## src/hdl/ycc2rgb_pkg.sv

```systemverilog
// ----------------------------------------------------------------------------
// ycc2rgb_pkg
// Shared types and constants for the YCbCr to RGB converter with white balance.
// ----------------------------------------------------------------------------
package ycc2rgb_pkg;

  typedef struct packed {
    logic signed [15:0] luma;
    logic signed [15:0] chroma_blue;
    logic signed [15:0] chroma_red;
    logic               end_of_frame;
  } in_pix_t;

  typedef struct packed {
    logic [15:0] red;
    logic [15:0] green;
    logic [15:0] blue;
    logic        frame_done;
  } out_pix_t;

  typedef enum logic [2:0] {
    CFG_MATRIX_MODE = 3'd0,
    CFG_HUE_OFFSET  = 3'd1,
    CFG_BLACK_LEVEL = 3'd2,
    CFG_GAIN_RED    = 3'd3,
    CFG_GAIN_GREEN  = 3'd4,
    CFG_GAIN_BLUE   = 3'd5
  } cfg_idx_t;

  localparam int CFG_IDX_W  = 3;
  localparam int CFG_DATA_W = 16;
  localparam int COEF_W     = 17;
  localparam int FRAC_SHIFT = 14;
  localparam int GAIN_SHIFT = 10;

  localparam logic [15:0] GAIN_UNITY = 16'd1024;
  localparam logic [15:0] CLAMP_MAX  = 16'd65535;

  // 17-bit signed matrix coefficients with a 14-bit fraction
  localparam logic signed [COEF_W-1:0] MAT_R1 = 17'sd50;
  localparam logic signed [COEF_W-1:0] MAT_R2 = 17'sd22929;
  localparam logic signed [COEF_W-1:0] MAT_G1 = -17'sd5640;
  localparam logic signed [COEF_W-1:0] MAT_G2 = -17'sd11751;
  localparam logic signed [COEF_W-1:0] MAT_B1 = 17'sd29040;
  localparam logic signed [COEF_W-1:0] MAT_B2 = -17'sd101;

  // offset mode scaled to the same 14-bit fraction
  localparam logic signed [COEF_W-1:0] OFS_ONE = 17'sd16384;
  localparam logic signed [COEF_W-1:0] OFS_G1  = -17'sd3112;
  localparam logic signed [COEF_W-1:0] OFS_G2  = -17'sd8192;
  localparam logic signed [COEF_W-1:0] COEF_ZERO = 17'sd0;

endpackage

```

## src/hdl/ycbcr_to_rgb_white_balance.sv

```systemverilog
// ----------------------------------------------------------------------------
// ycbcr_to_rgb_white_balance
// Converts signed YCbCr pixels to white-balanced, clamped 16-bit RGB.
// ----------------------------------------------------------------------------
// Usage:
//   Input: drive in_data and raise start for one cycle per pixel. busy is
//   always low, so a request is taken at every edge where start is high and
//   a new pixel may follow in every cycle.
//   Output: out_valid is high for exactly one cycle with out_data; the
//   receiver must take it then and cannot stall the block.
//   Configuration: cfg_we, cfg_index and cfg_wdata write one register per
//   edge (0 mode, 1 hue, 2 black level, 3..5 red/green/blue gain); unknown
//   indexes are ignored. Write only while no pixel is in flight.
//   Pipeline: one register per stage, in this order: operand prepare,
//   coefficient multiply, sum and offset, gain multiply, shift and clamp.
//   Throughput: one pixel per cycle.
//   Reset: rst_n low at an edge empties the pipeline and loads register
//   defaults (offset mode, zero hue and black level, unity gains).
// ----------------------------------------------------------------------------
module ycbcr_to_rgb_white_balance
  import ycc2rgb_pkg::*;
(
  input  logic                  clk,
  input  logic                  rst_n,
  input  logic                  start,
  output logic                  busy,
  input  in_pix_t               in_data,
  output logic                  out_valid,
  output out_pix_t              out_data,
  input  logic                  cfg_we,
  input  logic [CFG_IDX_W-1:0]  cfg_index,
  input  logic [CFG_DATA_W-1:0] cfg_wdata
);

  logic        matrix_mode_r;
  logic [7:0]  hue_offset_r;
  logic [9:0]  black_level_r;
  logic [15:0] gain_red_r;
  logic [15:0] gain_green_r;
  logic [15:0] gain_blue_r;

  always_ff @(posedge clk) begin
    if (!rst_n) begin
      matrix_mode_r <= 1'b0;
      hue_offset_r  <= 8'd0;
      black_level_r <= 10'd0;
      gain_red_r    <= GAIN_UNITY;
      gain_green_r  <= GAIN_UNITY;
      gain_blue_r   <= GAIN_UNITY;
    end else if (cfg_we) begin
      unique case (cfg_idx_t'(cfg_index))
        CFG_MATRIX_MODE: matrix_mode_r <= cfg_wdata[0];
        CFG_HUE_OFFSET:  hue_offset_r  <= cfg_wdata[7:0];
        CFG_BLACK_LEVEL: black_level_r <= cfg_wdata[9:0];
        CFG_GAIN_RED:    gain_red_r    <= cfg_wdata;
        CFG_GAIN_GREEN:  gain_green_r  <= cfg_wdata;
        CFG_GAIN_BLUE:   gain_blue_r   <= cfg_wdata;
        default: ;
      endcase
    end
  end

  assign busy = 1'b0;

  // valid pipeline
  logic [4:0] vld_r;

  always_ff @(posedge clk) begin
    if (!rst_n) begin
      vld_r <= '0;
    end else begin
      vld_r <= {vld_r[3:0], start};
    end
  end

  // stage 1: operand prepare
  logic signed [15:0] s1_y_r, s1_a1_r, s1_a2_r;
  logic               s1_eof_r;
  logic signed [15:0] s1_a1_nxt, s1_a2_nxt;

  always_comb begin
    if (matrix_mode_r) begin
      s1_a1_nxt = {in_data.chroma_blue[13:0], 2'b00} + {8'd0, hue_offset_r};
      s1_a2_nxt = {in_data.chroma_red[13:0], 2'b00} + {8'd0, hue_offset_r};
    end else begin
      s1_a1_nxt = in_data.chroma_blue;
      s1_a2_nxt = in_data.chroma_red;
    end
  end

  always_ff @(posedge clk) begin
    s1_y_r   <= in_data.luma;
    s1_a1_r  <= s1_a1_nxt;
    s1_a2_r  <= s1_a2_nxt;
    s1_eof_r <= in_data.end_of_frame;
  end

  // stage 2: coefficient multiply
  logic signed [COEF_W-1:0] kr1, kr2, kg1, kg2, kb1, kb2;
  logic signed [32:0] s2_pr1_r, s2_pr2_r, s2_pg1_r, s2_pg2_r, s2_pb1_r, s2_pb2_r;
  logic signed [15:0] s2_y_r;
  logic               s2_eof_r;

  always_comb begin
    if (matrix_mode_r) begin
      kr1 = MAT_R1; kr2 = MAT_R2;
      kg1 = MAT_G1; kg2 = MAT_G2;
      kb1 = MAT_B1; kb2 = MAT_B2;
    end else begin
      kr1 = COEF_ZERO; kr2 = OFS_ONE;
      kg1 = OFS_G1;    kg2 = OFS_G2;
      kb1 = OFS_ONE;   kb2 = COEF_ZERO;
    end
  end

  always_ff @(posedge clk) begin
    s2_pr1_r <= 33'(s1_a1_r) * 33'(kr1);
    s2_pr2_r <= 33'(s1_a2_r) * 33'(kr2);
    s2_pg1_r <= 33'(s1_a1_r) * 33'(kg1);
    s2_pg2_r <= 33'(s1_a2_r) * 33'(kg2);
    s2_pb1_r <= 33'(s1_a1_r) * 33'(kb1);
    s2_pb2_r <= 33'(s1_a2_r) * 33'(kb2);
    s2_y_r   <= s1_y_r;
    s2_eof_r <= s1_eof_r;
  end

  // stage 3: sum, fraction drop, luma add, black level subtract (offset mode only)
  logic signed [33:0] sum_r, sum_g, sum_b;
  logic signed [19:0] base_y, blk_eff;
  logic signed [19:0] frac_r, frac_g, frac_b;
  logic signed [17:0] s3_r_nxt, s3_g_nxt, s3_b_nxt;
  logic signed [17:0] s3_r_r, s3_g_r, s3_b_r;
  logic               s3_eof_r;

  always_comb begin
    sum_r    = 34'(s2_pr1_r) + 34'(s2_pr2_r);
    sum_g    = 34'(s2_pg1_r) + 34'(s2_pg2_r);
    sum_b    = 34'(s2_pb1_r) + 34'(s2_pb2_r);
    frac_r   = 20'(sum_r >>> FRAC_SHIFT);
    frac_g   = 20'(sum_g >>> FRAC_SHIFT);
    frac_b   = 20'(sum_b >>> FRAC_SHIFT);
    base_y   = 20'(s2_y_r);
    blk_eff  = matrix_mode_r ? 20'sd0 : $signed({10'd0, black_level_r});
    s3_r_nxt = 18'(base_y + frac_r - blk_eff);
    s3_g_nxt = 18'(base_y + frac_g - blk_eff);
    s3_b_nxt = 18'(base_y + frac_b - blk_eff);
  end

  always_ff @(posedge clk) begin
    s3_r_r   <= s3_r_nxt;
    s3_g_r   <= s3_g_nxt;
    s3_b_r   <= s3_b_nxt;
    s3_eof_r <= s2_eof_r;
  end

  // stage 4: gain multiply
  logic signed [34:0] s4_r_r, s4_g_r, s4_b_r;
  logic               s4_eof_r;

  always_ff @(posedge clk) begin
    s4_r_r   <= 35'(s3_r_r) * 35'($signed({1'b0, gain_red_r}));
    s4_g_r   <= 35'(s3_g_r) * 35'($signed({1'b0, gain_green_r}));
    s4_b_r   <= 35'(s3_b_r) * 35'($signed({1'b0, gain_blue_r}));
    s4_eof_r <= s3_eof_r;
  end

  // stage 5: shift and clamp
  function automatic logic [15:0] clamp16(input logic signed [34:0] prod);
    logic signed [24:0] v;
    begin
      v = 25'(prod >>> GAIN_SHIFT);
      if (v < 0) begin
        clamp16 = 16'd0;
      end else if (v > $signed({9'd0, CLAMP_MAX})) begin
        clamp16 = CLAMP_MAX;
      end else begin
        clamp16 = v[15:0];
      end
    end
  endfunction

  out_pix_t out_data_nxt, out_data_r;

  always_comb begin
    out_data_nxt.red        = clamp16(s4_r_r);
    out_data_nxt.green      = clamp16(s4_g_r);
    out_data_nxt.blue       = clamp16(s4_b_r);
    out_data_nxt.frame_done = s4_eof_r;
  end

  always_ff @(posedge clk) begin
    out_data_r <= out_data_nxt;
  end

  assign out_valid = vld_r[4];
  assign out_data  = out_data_r;

endmodule
```

## config.mk

```make
export PLATFORM = sky130hd
export DESIGN_NAME = ycbcr_to_rgb_white_balance
export DESIGN_NICKNAME = d
export VERILOG_FILES = /design/src/hdl/ycc2rgb_pkg.sv /design/src/hdl/ycbcr_to_rgb_white_balance.sv
export SDC_FILE = /design/constraint.sdc
export NUM_CORES = 2
export LEC_CHECK = 0
export BUFFER_PORTS_ARGS = -buffer_cell sky130_fd_sc_hd__buf_2
export CORE_ASPECT_RATIO = 1.75
export CORE_MARGIN = 2
export CORE_UTILIZATION = 39
export DETAILED_ROUTE_END_ITERATION = 7
export PLACE_DENSITY = 0.56
export SLEW_MARGIN = 20
export SYNTH_ARGS = -nofsm -noshare
export SYNTH_HDL_FRONTEND = slang
export SYNTH_SLANG_ARGS = --single-unit
```

## constraint.sdc

```tcl
create_clock -name clk -period 10.8 [get_ports clk]
set_clock_uncertainty 0.05 [all_clocks]
set_input_delay 2.16 -clock clk [delete_from_list [all_inputs] [get_ports clk]]
set_output_delay 2.16 -clock clk [all_outputs]
set_load 0.02 [all_outputs]
```

# After elaboration in Yosys (flattened, before gate mapping)
# Index checks and enable logic that the tools add are counted.
[word_totals]
register_bits = 528
latch_bits = 0
mem_bits_rw = 0
mem_bits_ro = 0
out_inout_bits = 51
elab_cells = 81
memories = 0
[classes]
addsub = 11
multipliers = 9
n_div = 0
n_lt_le_gt_ge = 6
n_eq_ne = 5
shift = 0
mux = 12
bitwise = 0
reduce_logical = 7
[ops]
columns = ["operator", "count"]
rows = [
  ["multiplier 18 x 17 -> 35 bit", 3],
  ["two-way mux 16 bit", 5],
  ["> comparator 25 x 17 -> 1 bit (second input constant)", 3],
  ["< comparator 25 x 1 -> 1 bit (second input constant)", 3],
  ["multiplier 16 x 16 -> 32 bit", 2],
  ["adder 16 x 18 -> 18 bit", 3],
  ["subtractor 18 x 11 -> 18 bit", 3],
  ["adder 16 x 8 -> 16 bit", 2],
  ["adder 23 x 32 -> 32 bit", 1],
  ["adder 30 x 31 -> 32 bit", 1],
  ["adder 32 bit", 1],
  ["multiplier 16 x 17 -> 32 bit", 1],
  ["multiplier 16 x 15 -> 31 bit", 1],
  ["multiplier 16 x 14 -> 30 bit", 1],
  ["two-way mux 14 bit", 2],
  ["two-way mux 13 bit", 2],
  ["multiplier 16 x 7 -> 23 bit", 1],
  ["two-way mux 17 bit", 1],
  ["AND reduction 2 bit", 6],
  ["two-way mux 10 bit", 1],
  ["== test 3 x 2 -> 1 bit (second input constant)", 2],
  ["== test 3 bit (second input constant)", 2],
  ["two-way mux 6 bit", 1],
  ["== test 3 x 1 -> 1 bit (second input constant)", 1],
  ["logical NOT 3 bit", 1],
]

# Logic depth before layout (Yosys ltp)
[logic_depth]
word_depth = 3
depth_mapped = 28

# Worst setup path after synthesis
# No wires, ideal clock.
[synth_timing]
kind = "register to register"
startpoint = "register matrix_mode_r"
endpoint = "register s2_pr2_r[30]"
arrival_time_ps = 7036
path_slack_ps = 3619
stages_incl_launch_ff = 27
path_buffers = 3
cell_sequence = "dfxtp_1 > clkbuf_1 > clkbuf_1 > clkbuf_1 > nand2_1 > inv_1 > ha_1 > fa_1 > inv_1 > fa_1 > inv_1 > fa_1 > inv_1 > fa_1 > inv_1 > fa_1 > ha_1 > a21o_1 > a21o_1 > a21o_1 > a21o_1 > a2111oi_2 > a21oi_1 > a31o_1 > a2111oi_2 > nor2_1 > o311ai_1"
[synth_between]
elab_chain_len = 2
[synth_lines]
columns = ["element", "line", "text"]
rows = [
  ["start, declared", "ycbcr_to_rgb_white_balance.sv:35", "logic matrix_mode_r;"],
  ["start signal, assigned", "ycbcr_to_rgb_white_balance.sv:52", "CFG_MATRIX_MODE: matrix_mode_r <= cfg_wdata[0];"],
  ["two-way mux 13 bit", "ycbcr_to_rgb_white_balance.sv:105", "if (matrix_mode_r) begin"],
  ["multiplier 16 x 16 -> 32 bit", "ycbcr_to_rgb_white_balance.sv:118", "s2_pr2_r <= 33'(s1_a2_r) * 33'(kr2);"],
  ["end signal, assigned", "ycbcr_to_rgb_white_balance.sv:118", ""],
  ["end, declared", "ycbcr_to_rgb_white_balance.sv:100", "logic signed [32:0] s2_pr1_r, s2_pr2_r, s2_pg1_r, s2_pg2_r, s2_pb1_r, s2_pb2_r;"],
]
# Every way passes these cells.
# A chain may end at the register's enable or synchronous reset.

# Worst setup path after layout
[layout_timing]
startpoint = "register matrix_mode_r"
endpoint = "register s2_pb2_r[29]"
[layout_between]
elab_chain_len = 2
[layout_lines]
columns = ["element", "line", "text"]
rows = [
  ["two-way mux 17 bit", "ycbcr_to_rgb_white_balance.sv:105", ""],
  ["multiplier 16 x 17 -> 32 bit", "ycbcr_to_rgb_white_balance.sv:122", "s2_pb2_r <= 33'(s1_a2_r) * 33'(kb2);"],
  ["end signal, assigned", "ycbcr_to_rgb_white_balance.sv:122", ""],
  ["end, declared", "ycbcr_to_rgb_white_balance.sv:100", ""],
]
# Every way passes these cells.

==> flow_summary.ini <==
[setup_path]
critical_path_class = reg2reg
reg2reg_slack_ns = 3.08
critPathRequiredTime_ns = 11.33
arrival_ns = 8.24
start_kind = flop
path_max_fanout = 39
end_kind = flop

[sta]
final_hold_viol_count = 0
relSlewSlack_pct = 24.9
holdWs_ns = 0.277
slew_viol_final = 0
setup_viol = 0
fmax_mhz = 130
layout_worst_path_cycle_share_pct = 71.5
rsz0062_at_grt = false
setup_slack_ns = 3.08
setup_tns_ns = 0
finalCriticalPeriod_ns = 7.72
tightest_slew_ns = 1.10

[final_layout]
drive_gt1_share_pct = 3.75
area_delta_synth_final_pct = 7.27
final_nets = 10400
fin_area_um2 = 79900
utilization_pct = 42.0
fillers = 18700
stdcell_count = 10500

[place]
gp_congestion = 0.941
place_ws_ns = 3.15
port_buffers = 121
hpwlAfterDp_um = 171000
placed_area_um2 = 77700
place.detailed.instances = 10400

[floorplan]
die_area_um2 = 195000
die_w_um = 334
die_y_um = 582
core-area_um2 = 190000
fp-row-count = 212
start_util_pct = 39.1
ioPinCount = 123

[clock_tree]
cts_resized = 0
path_clk_slew_ns = 0.07
cts_buffer_depth = 3
cts.sinks = 481
cts-root-buf = clkbuf_16
cts_made_buffers = 58
cts_tree = built
cts_setup_buffers = 0
cts_hold_buf = 0
htreeDepth = 2
clk_latency_ns = 0.77

[synth]
ys_ff_latch = 481
syn_inst = 7917
yosys_warnings = 0
async_reset_ff_share_pct = 0
synth_cell_type_count = 75
synth_area_um2 = 74400
synth_area_per_cell_um2 = 9.40
ys_seq_area_share_pct = 12.9
synth_edf_count = 0
dominantRegCellSynth = dfxtp_1

[drt]
wl_per_cell_um = 19.0
via_count = 51500
vias_per_cell = 4.92
drc_errors = 0
routed_wl_um = 199000
drtAntennaViolNets = 0
drt-pass1-iter-count = 6
drt_iter0_markers = 1992

[power_and_ir_drop]
power_density_nw_per_um2 = 217
p_seq_share_pct = 19.2
swShare_pct = 50.3
max-vdd-ir-drop_mv = 0.305
pwr-share-clk_pct = 12.8
power.leakage_nw = 42.2
power_mw = 17.4
p_int_mw = 8.63
power_frac_comb_pct = 68.0
p_switching_mw = 8.72

[grt]
grt_max_degree = 73
met3_usage_pct = 1.87
grt_pass1_wl_um = 316000
grt-ovfl-total = 0
grt_use_met2_pct = 42.0
use_met1_pct = 21.1
antenna_found_initial = 10
grt.busiest_layer = met2
grt_use_total_pct = 21.2
grt_pass1_vias = 58000

[run]
cap_violations = 0

[status]
status = complete, no violations

[hold_path]
hp-class = reg2reg
synthesized netlist by cell type (44+ instances only):
library cell	instances	area, um^2
a21boi_0	70	526
a21o_1	93	698
a21oi_1	206	1030
and2_1	381	2380
clkbuf_1	176	661
dfxtp_1	481	9630
fa_1	1379	27600
ha_1	1010	12600
inv_1	1942	7290
nand2_1	805	3020
nand3_1	58	290
nor2_1	319	1200
nor2b_1	51	319
nor3_1	67	335
o21a_1	44	330
o21ai_0	78	390
xnor2_1	266	2330
xor2_1	85	744
critical path: stages, from the launching register on:
cell	delay, ns
dfxtp_4	0.67
inv_1	0.42
buf_4	0.39
nor2_1	0.53
inv_1	0.15
xnor2_1	0.16
ha_1	0.39
fa_1	0.52
inv_1	0.05
fa_1	0.51
inv_1	0.05
fa_1	0.46
fa_1	0.49
inv_1	0.05
fa_1	0.47
inv_1	0.04
ha_1	0.34
a21o_1	0.19
a21oi_1	0.17
o21ba_2	0.15
o22ai_1	0.08
a21oi_1	0.27
a211oi_1	0.12
o31a_1	0.31
o21a_1	0.22
o31ai_1	0.26
per-layer routing:
layer | wire length [um] | up-vias
met5 | 13 | -
met2 | 111000 | 966
met1 | 67900 | 26100
li1 | - | 24100
met4 | 14600 | 2
met3 | 6050 | 445
power by group through the flow:
stage          registers [mW]  logic (mW)  clock network [mW]
5_1_grt                  3.38        13.4                2.36
6_report                 3.33        11.8                2.22
3_5_place_dp             3.37        11.9                   0
3_3_place_gp             3.36        11.7                   0
2_1_floorplan            2.83        8.71                   0
4_1_cts                  3.33        12.0                2.30
registers in the layout, indices dropped and copies added (netlist names), 18 cells and up:
signal	count
s2_pr2_r	29
out_data	49
s2_pb1_r	28
s3_r_r	18
s3_b_r	18
s4_b_r	25
s2_pg1_r	27
s2_pr1_r	21
s4_g_r	25
s4_r_r	25
s2_pg2_r	30
s3_g_r	18
s2_pb2_r	28
cell type report:
type	instances	area, um^2	area share (%)
antenna	4	10.0	0.0125
sequential	481	9630	12.1
tap	2461	3080	3.86
timing repair buffer	158	883	1.11
multi-input combinational	5313	56800	71.2
clock buffer	69	1540	1.93
inverter	1945	7300	9.15
clock inverter	37	567	0.710
cells by family after synthesis:
logic type / Yosys count / synth area share [%]
other: 2 / 0.0101
buffers and inverters: 2128 / 10.7
AOI/OAI and AO/OA: 718 / 6.42
adders and majority gates: 2389 / 54.1
xor gates and xnor gates: 351 / 4.13
DFF: 481 / 12.9
and+or+nand+nor: 1828 / 11.4
muxes: 20 / 0.287
placed cells by master (no fill, tap or decap), drive strengths merged, types with 21 or more instances in the layout:
cell / Yosys / routed
nand3: 58 / 58
ha: 1010 / 1010
and3: 38 / 38
xnor2: 266 / 266
or3: 21 / 21
fa: 1379 / 1379
nor2: 319 / 319
xor2: 85 / 85
o21bai: 24 / 24
nor2b: 51 / 51
a21boi: 81 / 81
and2: 381 / 381
nand2b: 35 / 35
a21oi: 206 / 206
a21o: 93 / 93
buf: 7 / 158
nor3: 68 / 68
o21ai: 109 / 109
clkbuf: 176 / 69
nand2: 805 / 805
dfxtp: 481 / 481
inv: 1943 / 1954
o21a: 44 / 44
final timing paths:
path / to / startpoint / depth (start not counted)
hold reg to reg: s3_eof_r / s2_eof_r / 0
setup / recovery: s2_pb2_r[29] / matrix_mode_r / 25
setup reg to reg: s2_pb2_r[29] / matrix_mode_r / 25
hold / removal: s3_eof_r / s2_eof_r / 0
Note: power is estimated with default switching activity, not from simulation.
